--- src/hw/rtl/mfep_pkg.sv ---
// Shared types and constants of the MIDI file event parser.
// No dependencies; every other file of the block uses this package.
package mfep_pkg;

  // Status byte values and masks.
  localparam logic [7:0] STATUS_BIT   = 8'h80;
  localparam logic [7:0] GROUP_MASK   = 8'hf0;
  localparam logic [7:0] SYSEX_START  = 8'hf0;
  localparam logic [7:0] SYSEX_ESCAPE = 8'hf7;
  localparam logic [7:0] META_STATUS  = 8'hff;
  localparam logic [7:0] NOTE_OFF_VEL = 8'h40;
  localparam logic [3:0] OP_NOTE_OFF  = 4'h8;
  localparam logic [3:0] OP_NOTE_ON   = 4'h9;
  localparam logic [3:0] OP_PROGRAM   = 4'hc;
  localparam logic [3:0] OP_PRESSURE  = 4'hd;
  localparam logic [3:0] OP_SYSTEM    = 4'hf;

  localparam int unsigned COUNT_W = 28;
  localparam int unsigned SEEN_W  = 3;

  // Parser phase within one event.
  typedef enum logic [2:0] {
    PH_IDLE,
    PH_DATA1,
    PH_DATA2,
    PH_METATYPE,
    PH_COUNT,
    PH_PAYLOAD
  } phase_t;

  // Kind of one result.
  typedef enum logic [2:0] {
    KIND_CHANNEL,
    KIND_SYSEX,
    KIND_META,
    KIND_PAYLOAD,
    KIND_ERROR
  } kind_t;

  // Error codes carried by an error result.
  typedef enum logic [1:0] {
    ERR_NO_RUNNING,
    ERR_UNSUPPORTED,
    ERR_COUNT_LONG,
    ERR_TRUNCATED
  } err_t;

  // Parser state carried from byte to byte.
  typedef struct packed {
    logic [7:0]         running_status;
    phase_t             phase;
    logic [7:0]         current_status;
    logic [7:0]         held_first_data;
    logic [7:0]         held_meta_type;
    logic [COUNT_W-1:0] count_acc;
    logic [SEEN_W-1:0]  count_seen;
    logic [COUNT_W-1:0] payload_rem;
  } state_t;

  // One result item, with a flag telling whether the byte produced one.
  typedef struct packed {
    logic               valid;
    kind_t              kind;
    logic [3:0]         opcode;
    logic [3:0]         channel;
    logic [7:0]         first_data;
    logic [7:0]         second_data;
    logic [COUNT_W-1:0] payload_length;
    logic [7:0]         payload_byte;
    logic               is_terminator;
    logic               last;
    err_t               error_code;
  } result_t;

endpackage

--- src/hw/rtl/midi_file_event_parser.sv ---
// Standard MIDI file track event parser, one byte per request.
// An accepted byte is held in the input register, and its result is then loaded into the result register.
// Throughput: one byte per cycle; the input register and result register each
// advance whenever the result register is empty or being taken.
// Reset (rst, synchronous): parser idle, no running status, both registers empty.
// Depends on mfep_pkg and mfep_step.
module midi_file_event_parser #(
  parameter int MAX_COUNT_BYTES = 4
) (
  input  logic                         clk,
  input  logic                         rst,
  input  logic                         in_valid,
  output logic                         in_ready,
  input  logic [7:0]                   byte_in,
  input  logic                         end_of_data,
  output logic                         out_valid,
  input  logic                         out_ready,
  output logic [2:0]                   kind,
  output logic [3:0]                   opcode,
  output logic [3:0]                   channel,
  output logic [7:0]                   first_data,
  output logic [7:0]                   second_data,
  output logic [mfep_pkg::COUNT_W-1:0] payload_length,
  output logic [7:0]                   payload_byte,
  output logic                         is_terminator,
  output logic                         last,
  output logic [1:0]                   error_code
);

  logic              hold_valid;
  logic [7:0]        hold_byte;
  logic              hold_eod;
  logic              advance;
  mfep_pkg::state_t  state;
  mfep_pkg::state_t  state_next;
  mfep_pkg::result_t step_res;
  mfep_pkg::result_t result;

  // The held byte moves on when the result register can take its result.
  assign advance  = hold_valid && (!out_valid || out_ready);
  assign in_ready = !hold_valid || advance;

  mfep_step #(
    .MAX_COUNT_BYTES(MAX_COUNT_BYTES)
  ) u_step (
    .state      (state),
    .byte_in    (hold_byte),
    .end_of_data(hold_eod),
    .state_next (state_next),
    .result     (step_res)
  );

  // Input register.
  always_ff @(posedge clk) begin
    if (rst) begin
      hold_valid <= 1'b0;
    end else if (in_valid && in_ready) begin
      hold_valid <= 1'b1;
    end else if (advance) begin
      hold_valid <= 1'b0;
    end
    if (in_valid && in_ready) begin
      hold_byte <= byte_in;
      hold_eod  <= end_of_data;
    end
  end

  // Parser state.
  always_ff @(posedge clk) begin
    if (rst) begin
      state <= '0;
    end else if (advance) begin
      state <= state_next;
    end
  end

  // Result register.
  always_ff @(posedge clk) begin
    if (rst) begin
      out_valid <= 1'b0;
    end else if (advance && step_res.valid) begin
      out_valid <= 1'b1;
    end else if (out_valid && out_ready) begin
      out_valid <= 1'b0;
    end
    if (advance && step_res.valid) begin
      result <= step_res;
    end
  end

  assign kind           = result.kind;
  assign opcode         = result.opcode;
  assign channel        = result.channel;
  assign first_data     = result.first_data;
  assign second_data    = result.second_data;
  assign payload_length = result.payload_length;
  assign payload_byte   = result.payload_byte;
  assign is_terminator  = result.is_terminator;
  assign last           = result.last;
  assign error_code     = result.error_code;

  // An error result always closes the event.
  assert property (@(posedge clk) disable iff (rst)
    out_valid && kind == mfep_pkg::KIND_ERROR |-> last)
    else $error("error result without last");

  // A terminator is only ever the final F7 payload byte.
  assert property (@(posedge clk) disable iff (rst)
    out_valid && is_terminator |->
      kind == mfep_pkg::KIND_PAYLOAD && last && payload_byte == mfep_pkg::SYSEX_ESCAPE)
    else $error("terminator flag on a non-final or non-F7 byte");

  // The payload phase is never entered or held with nothing left to read.
  assert property (@(posedge clk) disable iff (rst)
    state.phase == mfep_pkg::PH_PAYLOAD |-> state.payload_rem != '0)
    else $error("payload phase with zero bytes remaining");

  // The count never runs past its byte limit.
  assert property (@(posedge clk) disable iff (rst)
    state.count_seen <= mfep_pkg::SEEN_W'(MAX_COUNT_BYTES))
    else $error("count byte counter beyond limit");

endmodule

--- src/hw/rtl/mfep_step.sv ---
// Next-state and result logic of the parser for one track byte.
// Depends on mfep_pkg for the state, result, phase and code types.
module mfep_step #(
  parameter int MAX_COUNT_BYTES = 4
) (
  input  mfep_pkg::state_t  state,
  input  logic [7:0]        byte_in,
  input  logic              end_of_data,
  output mfep_pkg::state_t  state_next,
  output mfep_pkg::result_t result
);

  logic [7:0]                   status_sel;
  logic [3:0]                   op_sel;
  logic                         one_data;
  logic [mfep_pkg::COUNT_W-1:0] acc_next;
  logic [mfep_pkg::SEEN_W-1:0]  seen_next;
  logic [mfep_pkg::COUNT_W-1:0] rem_dec;
  logic                         fin;

  // Status used by a channel data byte: the running status in a running-status byte, else the current status.
  assign status_sel = (state.phase == mfep_pkg::PH_IDLE) ? state.running_status
                                                         : state.current_status;
  assign op_sel   = status_sel[7:4];
  assign one_data = (op_sel == mfep_pkg::OP_PROGRAM) || (op_sel == mfep_pkg::OP_PRESSURE);

  // Variable-length count and payload countdown.
  assign acc_next  = {state.count_acc[mfep_pkg::COUNT_W-8:0], byte_in[6:0]};
  assign seen_next = state.count_seen + mfep_pkg::SEEN_W'(1);
  assign rem_dec   = state.payload_rem - mfep_pkg::COUNT_W'(1);
  assign fin       = (rem_dec == '0);

  always_comb begin
    state_next = state;
    result     = '0;
    case (state.phase)
      mfep_pkg::PH_IDLE: begin
        if (byte_in[7]) begin
          state_next.current_status = byte_in;
          if ((byte_in & mfep_pkg::GROUP_MASK) != mfep_pkg::GROUP_MASK) begin
            // Channel status: sets running status.
            state_next.running_status = byte_in;
            state_next.phase          = mfep_pkg::PH_DATA1;
            if (end_of_data) begin
              result.valid      = 1'b1;
              result.kind       = mfep_pkg::KIND_ERROR;
              result.error_code = mfep_pkg::ERR_TRUNCATED;
            end
          end else begin
            // System status: clears running status and the count.
            state_next.running_status = '0;
            state_next.count_acc      = '0;
            state_next.count_seen     = '0;
            state_next.held_meta_type = '0;
            if (byte_in == mfep_pkg::SYSEX_START || byte_in == mfep_pkg::SYSEX_ESCAPE) begin
              state_next.phase = mfep_pkg::PH_COUNT;
            end else if (byte_in == mfep_pkg::META_STATUS) begin
              state_next.phase = mfep_pkg::PH_METATYPE;
            end else begin
              result.valid      = 1'b1;
              result.kind       = mfep_pkg::KIND_ERROR;
              result.error_code = mfep_pkg::ERR_UNSUPPORTED;
            end
            // An unsupported status has already reported its own error.
            if (end_of_data && !result.valid) begin
              result.valid      = 1'b1;
              result.kind       = mfep_pkg::KIND_ERROR;
              result.error_code = mfep_pkg::ERR_TRUNCATED;
            end
          end
        end else if (!state.running_status[7]) begin
          result.valid      = 1'b1;
          result.kind       = mfep_pkg::KIND_ERROR;
          result.error_code = mfep_pkg::ERR_NO_RUNNING;
        end else begin
          state_next.current_status = state.running_status;
          if (one_data) begin
            result.valid      = 1'b1;
            result.kind       = mfep_pkg::KIND_CHANNEL;
            result.opcode     = op_sel;
            result.channel    = status_sel[3:0];
            result.first_data = byte_in;
          end else begin
            state_next.held_first_data = byte_in;
            state_next.phase           = mfep_pkg::PH_DATA2;
            if (end_of_data) begin
              result.valid      = 1'b1;
              result.kind       = mfep_pkg::KIND_ERROR;
              result.error_code = mfep_pkg::ERR_TRUNCATED;
            end
          end
        end
      end
      mfep_pkg::PH_DATA1: begin
        if (one_data) begin
          result.valid      = 1'b1;
          result.kind       = mfep_pkg::KIND_CHANNEL;
          result.opcode     = op_sel;
          result.channel    = status_sel[3:0];
          result.first_data = byte_in;
        end else begin
          state_next.held_first_data = byte_in;
          state_next.phase           = mfep_pkg::PH_DATA2;
          if (end_of_data) begin
            result.valid      = 1'b1;
            result.kind       = mfep_pkg::KIND_ERROR;
            result.error_code = mfep_pkg::ERR_TRUNCATED;
          end
        end
      end
      mfep_pkg::PH_DATA2: begin
        // Two-byte message complete; a silent note-on reads as note-off.
        result.valid       = 1'b1;
        result.kind        = mfep_pkg::KIND_CHANNEL;
        result.channel     = status_sel[3:0];
        result.first_data  = state.held_first_data;
        if (op_sel == mfep_pkg::OP_NOTE_ON && byte_in == '0) begin
          result.opcode      = mfep_pkg::OP_NOTE_OFF;
          result.second_data = mfep_pkg::NOTE_OFF_VEL;
        end else begin
          result.opcode      = op_sel;
          result.second_data = byte_in;
        end
      end
      mfep_pkg::PH_METATYPE: begin
        state_next.held_meta_type = byte_in;
        state_next.phase          = mfep_pkg::PH_COUNT;
        if (end_of_data) begin
          result.valid      = 1'b1;
          result.kind       = mfep_pkg::KIND_ERROR;
          result.error_code = mfep_pkg::ERR_TRUNCATED;
        end
      end
      mfep_pkg::PH_COUNT: begin
        state_next.count_acc  = acc_next;
        state_next.count_seen = seen_next;
        if (byte_in[7]) begin
          if (seen_next >= mfep_pkg::SEEN_W'(MAX_COUNT_BYTES)) begin
            result.valid      = 1'b1;
            result.kind       = mfep_pkg::KIND_ERROR;
            result.error_code = mfep_pkg::ERR_COUNT_LONG;
          end else if (end_of_data) begin
            result.valid      = 1'b1;
            result.kind       = mfep_pkg::KIND_ERROR;
            result.error_code = mfep_pkg::ERR_TRUNCATED;
          end
        end else begin
          state_next.payload_rem = acc_next;
          if (end_of_data && acc_next != '0) begin
            result.valid      = 1'b1;
            result.kind       = mfep_pkg::KIND_ERROR;
            result.error_code = mfep_pkg::ERR_TRUNCATED;
          end else begin
            // Header result; a zero-length payload ends the event here.
            result.valid          = 1'b1;
            result.kind           = (state.current_status == mfep_pkg::META_STATUS) ?
                                    mfep_pkg::KIND_META : mfep_pkg::KIND_SYSEX;
            result.opcode         = mfep_pkg::OP_SYSTEM;
            result.channel        = state.current_status[3:0];
            result.first_data     = (state.current_status == mfep_pkg::META_STATUS) ?
                                    state.held_meta_type : '0;
            result.payload_length = acc_next;
            result.last           = (acc_next == '0);
            state_next.phase      = (acc_next == '0) ? mfep_pkg::PH_IDLE
                                                     : mfep_pkg::PH_PAYLOAD;
          end
        end
      end
      mfep_pkg::PH_PAYLOAD: begin
        state_next.payload_rem = rem_dec;
        if (end_of_data && !fin) begin
          result.valid      = 1'b1;
          result.kind       = mfep_pkg::KIND_ERROR;
          result.error_code = mfep_pkg::ERR_TRUNCATED;
        end else begin
          result.valid         = 1'b1;
          result.kind          = mfep_pkg::KIND_PAYLOAD;
          result.payload_byte  = byte_in;
          result.is_terminator = fin && (state.current_status != mfep_pkg::META_STATUS) &&
                                 (byte_in == mfep_pkg::SYSEX_ESCAPE);
          result.last          = fin;
          if (fin) begin
            state_next.phase = mfep_pkg::PH_IDLE;
          end
        end
      end
      default: begin
        state_next.phase = mfep_pkg::PH_IDLE;
      end
    endcase

    // Channel events and errors both close the event and return the parser to idle.
    if (result.valid && (result.kind == mfep_pkg::KIND_CHANNEL ||
                         result.kind == mfep_pkg::KIND_ERROR)) begin
      state_next.phase = mfep_pkg::PH_IDLE;
      result.last      = 1'b1;
    end
  end

endmodule

--- config.mk ---
export PLATFORM = sky130hd
export DESIGN_NAME = midi_file_event_parser
export DESIGN_NICKNAME = d
export VERILOG_FILES = /design/src/hw/rtl/mfep_pkg.sv /design/src/hw/rtl/midi_file_event_parser.sv /design/src/hw/rtl/mfep_step.sv
export SDC_FILE = /design/constraint.sdc
export NUM_CORES = 1
export LEC_CHECK = 0
export BUFFER_PORTS_ARGS = -buffer_cell sky130_fd_sc_hd__buf_2
export CORE_ASPECT_RATIO = 1.1
export CORE_UTILIZATION = 50
export DETAILED_ROUTE_END_ITERATION = 16
export PLACE_DENSITY = 0.69
export SLEW_MARGIN = 30
export SYNTH_ARGS = -nofsm -noshare
export SYNTH_HDL_FRONTEND = slang
export SYNTH_HIERARCHICAL = 1
export SYNTH_SLANG_ARGS = --single-unit
--- constraint.sdc ---
create_clock -name clk -period 6.1 [get_ports clk]
set_input_delay 1.22 -clock clk [delete_from_list [all_inputs] [get_ports clk]]
set_output_delay 1.22 -clock clk [all_outputs]
set_load 0.1 [all_outputs]
Yosys cells after proc, flatten, opt, wreduce, memory -nomap -nowiden
Index checks and enable logic that the tools add are counted.
Widths: inputs -> output; s select.
{"block": "word_totals", "ff_bits": 165, "latch_bits": 0, "mem_bits_rw": 0, "rom_bits": 0, "inputBits": 13, "out_inout_bits": 69, "word_cells": 173, "memories": 0}
{"block": "op_classes", "add_sub_neg": 2, "n_mul": 0, "n_div": 0, "magnitude_cmp": 1, "n_eq_ne": 29, "n_shift": 0, "muxes": 72, "bitwise_logic": 3, "reduce_logical": 43}
{"operator": "$mux 16", "count": 6}
{"operator": "$mux 39", "count": 2}
{"operator": "$pmux 16 s4", "count": 1}
{"operator": "$logic_not 28->1", "count": 2}
{"operator": "$mux 4", "count": 14}
{"operator": "$pmux 28 s2", "count": 1}
{"operator": "$pmux 24 s2", "count": 1}
{"operator": "$mux 8", "count": 5}
{"operator": "$mux 3", "count": 11}
{"operator": "$eq 8x8->1 const B", "count": 4}
{"operator": "$pmux 8 s2", "count": 2}
{"operator": "$mux 28", "count": 1}
{"operator": "$reduce_bool 28->1", "count": 1}
{"operator": "$sub 28x1->28 const B", "count": 1}
{"operator": "$mux 2", "count": 12}
{"operator": "$pmux 4 s6", "count": 1}
{"operator": "$mux 11", "count": 2}
{"operator": "$mux 19", "count": 1}
{"operator": "$pmux 3 s6", "count": 1}
{"operator": "$ne 2x2->1 const B", "count": 7}
{"operator": "$reduce_bool 2->1", "count": 7}
{"operator": "$eq 4x4->1 const B", "count": 3}
{"operator": "$logic_and 1x1->1", "count": 11}
{"operator": "$pmux 2 s5", "count": 1}
{"operator": "other kinds (26)", "count": 52}

Logic depth before layout (Yosys ltp)
{"block": "logic_depth", "word_depth": 17, "depth_mapped": 12, "ltp_nobuf": 11}

By module
Netlist, hierarchy kept.
{"mod": "midi_file_event_parser", "instances": 1, "cells_each": 496, "area_each_um2": 6596.3, "seq_area_each_um2": 4204.0}
{"mod": "mfep_step", "instances": 1, "cells_each": 565, "area_each_um2": 3365.7, "seq_area_each_um2": 0.0}

Worst setup path before layout
No wires, ideal clock.
{"block": "synth_path", "kind": "flip-flop to flip-flop", "start": "register hold_byte[7]", "end": "register result (netlist bit channel[0]), enable pin", "setup_ns": 0.493, "arrival_ns": 4.715, "t_required_ns": 5.607, "setup_slack_ns": 0.892, "path_stages_with_launch": 9, "n_path_buf": 1, "synth_period_minus_slack_ns": 5.208, "cell_sequence": "edfxtp_1 -> clkbuf_1 -> nand4_1 -> or3_1 -> a21oi_1 -> a32oi_1 -> a21oi_1 -> nand2_1 -> nor2_1"}
{"item": "from (decl)", "line_no": "midi_file_event_parser.sv:31", "text": "logic [7:0] hold_byte;"}
{"item": "from (signal assigned)", "line_no": "midi_file_event_parser.sv:63", "text": "hold_byte <= byte_in;"}
{"item": "to (signal assigned)", "line_no": "midi_file_event_parser.sv:87", "text": "result <= step_res;"}
{"item": "to (decl)", "line_no": "midi_file_event_parser.sv:37", "text": "mfep_pkg::result_t result;"}

==> flow_summary_export.csv <==
group,metric,value,unit
run_status,status,"finished, final reports clean",
die,die-area,19760,um^2
clocking,cts_num_sinks,165,
yosys,syn_nets,1042,
worst_setup_path,cp_max_fo,29,
placement,port_buffers,81,
min_path,hp-start,"state[65]",
worst_setup_path,critPathCaptureType,"flop",
timing,period_needed,4.289,ns
clocking,path_clk_slew,0.06,ns
timing,hold_viol,0,
timing,fmaxAchievable,233.2,MHz
pwr,leakage,0.004047,uW
pwr,p_seq_share,46.4,%
pwr,comb_power_share,10.9,%
die,num_rows,52,
pwr,power.density,246.4,nW/um^2
die,start_util,51.61,%
routing,wl_per_cell,18.12,um
yosys,syn_area_per_cell,9.360,um^2
grt,grt_overflow,0,
timing,fin_crit_sh,70.31,%
timing,finalMaxSlewViolations,0,
clocking,cts_tree,"built",
worst_setup_path,required,6.19,ns
final_layout,drive_gt1_share,13.84,%
timing,slew_headroom,36.87,%
pwr,p_int,1891,uW
worst_setup_path,startpoint,"hold_byte[7]",
placement,gp_congestion,0.9353,
final_layout,area_growth_syn_to_layout,10.59,%
routing,vias,7728,
clocking,htreeDepth,4,
yosys,yosysWarnings,6,
clocking,cts_hold_buf,0,
timing,finalSetupViolations,0,
clocking,clk_latency,0.44,ns
routing,drt_wl_total,23780,um
worst_setup_path,cp_data_arrival_time,4.38,ns
grt,grt_pass1_wl,38460,um
clocking,cts-root-buf,"clkbuf_16",
worst_setup_path,crit_path_start_kind,"flop",
min_path,holdCritPathClass,"reg -> reg",
final_layout,fin_util,57.07,%
grt,antenna_found_initial,0,
timing,tightestPinTransition,0.9469,ns
routing,initialDrtViolationCount,939,
clocking,cts_resized,0,
die,die_h,147.4,um
pwr,power.switching,725.5,uW
grt,grt_max_degree,117,
die,core_area,18610,um^2
yosys,netlist_area,9603,um^2
grt,grtUsageTotal,24.91,%
grt,grt_pass1_vias,7204,
die,pin_count,82,
timing,finalSetupTns,0,ns
pwr,finalPower,2617,uW
routing,via_per_inst,5.890,
worst_setup_path,path_class,"reg -> reg",
pwr,ir_drop,0.2126,mV
timing,skew,0.01299,ns
pwr,power_frac_clock,42.7,%
routing,firstDrtPassIters,8,
worst_setup_path,r2r-start,"hold_byte[7]",
pwr,swShare,27.73,%
clocking,clock_path_buffers,2,
yosys,netlist_instances,1026,
clocking,cts_buffers,17,
placement,dp_hpwl,15530,um
routing,drtAntennaViolNets,0,
clocking,cts_setup_buffers,0,
final_layout,nNetsFinal,1072,
timing,rsz0062_at_grt,"false",
routing,drc,0,
final_layout,diodes,0,
job,max_cap_viol_count,0,
die,die_w,134.1,um
timing,hold_slack,0.4937,ns
-- placed cells by master (no fill, tap or decap), drive strengths merged, types with 6 or more instances in the layout --
master  instances
dfxtp          89
edfxtp         76
clkbuf         21
a22oi          10
a31oi           7
buf            95
nand2          76
nor3           18
or3             9
a222oi         12
a221o           8
mux2i          91
nand3          14
inv            27
nor2b          11
nand2b        180
a22o           34
nand4          16
o21ai          44
and2           38
o22ai           6
nor4           19
a21oi          23
nor2           56
mux2            7
-- worst max-delay path, stage by stage, from the launching register on --
cell,delay (ns)
edfxtp_1,0.93
nand4_1,0.55
or3_1,0.55
a21oi_1,0.34
a32oi_1,0.13
a21oi_1,0.25
nand2_1,0.13
nor2_4,0.59
buf_4,0.46
-- power by group through the flow --
stage                     sequential [uW]  combinational [uW]  clock, uW
after CTS                            1210                 285       1130
after global routing                 1220                 299       1180
after global placement               1240                 282          0
final                                1210                 284       1120
after floorplan                      1350                 125          0
after detailed placement             1240                 284          0
-- cell type report --
class,instances,area [um^2]
inverter,19,71.32
tap,243,304.0
timing repair buffer,95,513.0
multi-input combinational,758,5052
clock inverter,11,122.6
clock buffer,21,493.0
sequential,165,4064
fill,1653,7988
-- routing by layer --
metal / GRT usage (%) / wire [um] / vias up
met5: 0 / 0 / -
met2: 37.67 / 10460 / 286
li1: - / - / 3748
met4: 7.191 / 363 / 0
met3: 5.003 / 1570 / 32
met1: 35.89 / 11390 / 3662
-- registers in the layout (all words and copies together) (netlist names) --
signal,count
out_valid,1
opcode,4
kind,3
state,87
channel,4
is_terminator,1
error_code,2
payload_byte,8
second_data,8
first_data,8
last,1
hold_eod,1
payload_length,28
hold_valid,1
hold_byte,8
-- metrics by stage --
stage	worst slack [ns]	instances	cell area [um^2]
finish	1.811	1312	10620
CTS	1.861	1312	10620
floorplan	0.8924	1026	9603
global placement	2.038	1280	10000
detailed placement	1.886	1280	10000
global route	1.486	1312	10620
-- worst paths after layout --
kind | end | slack (ns) | cells past startpoint
hold reg to reg | state[65] | 0.49 | 2
setup / recovery | payload_length[3] | 1.81 | 8
hold / removal | state[65] | 0.49 | 2
setup reg to reg | payload_length[3] | 1.81 | 8
(Power assumes the default switching activity.)
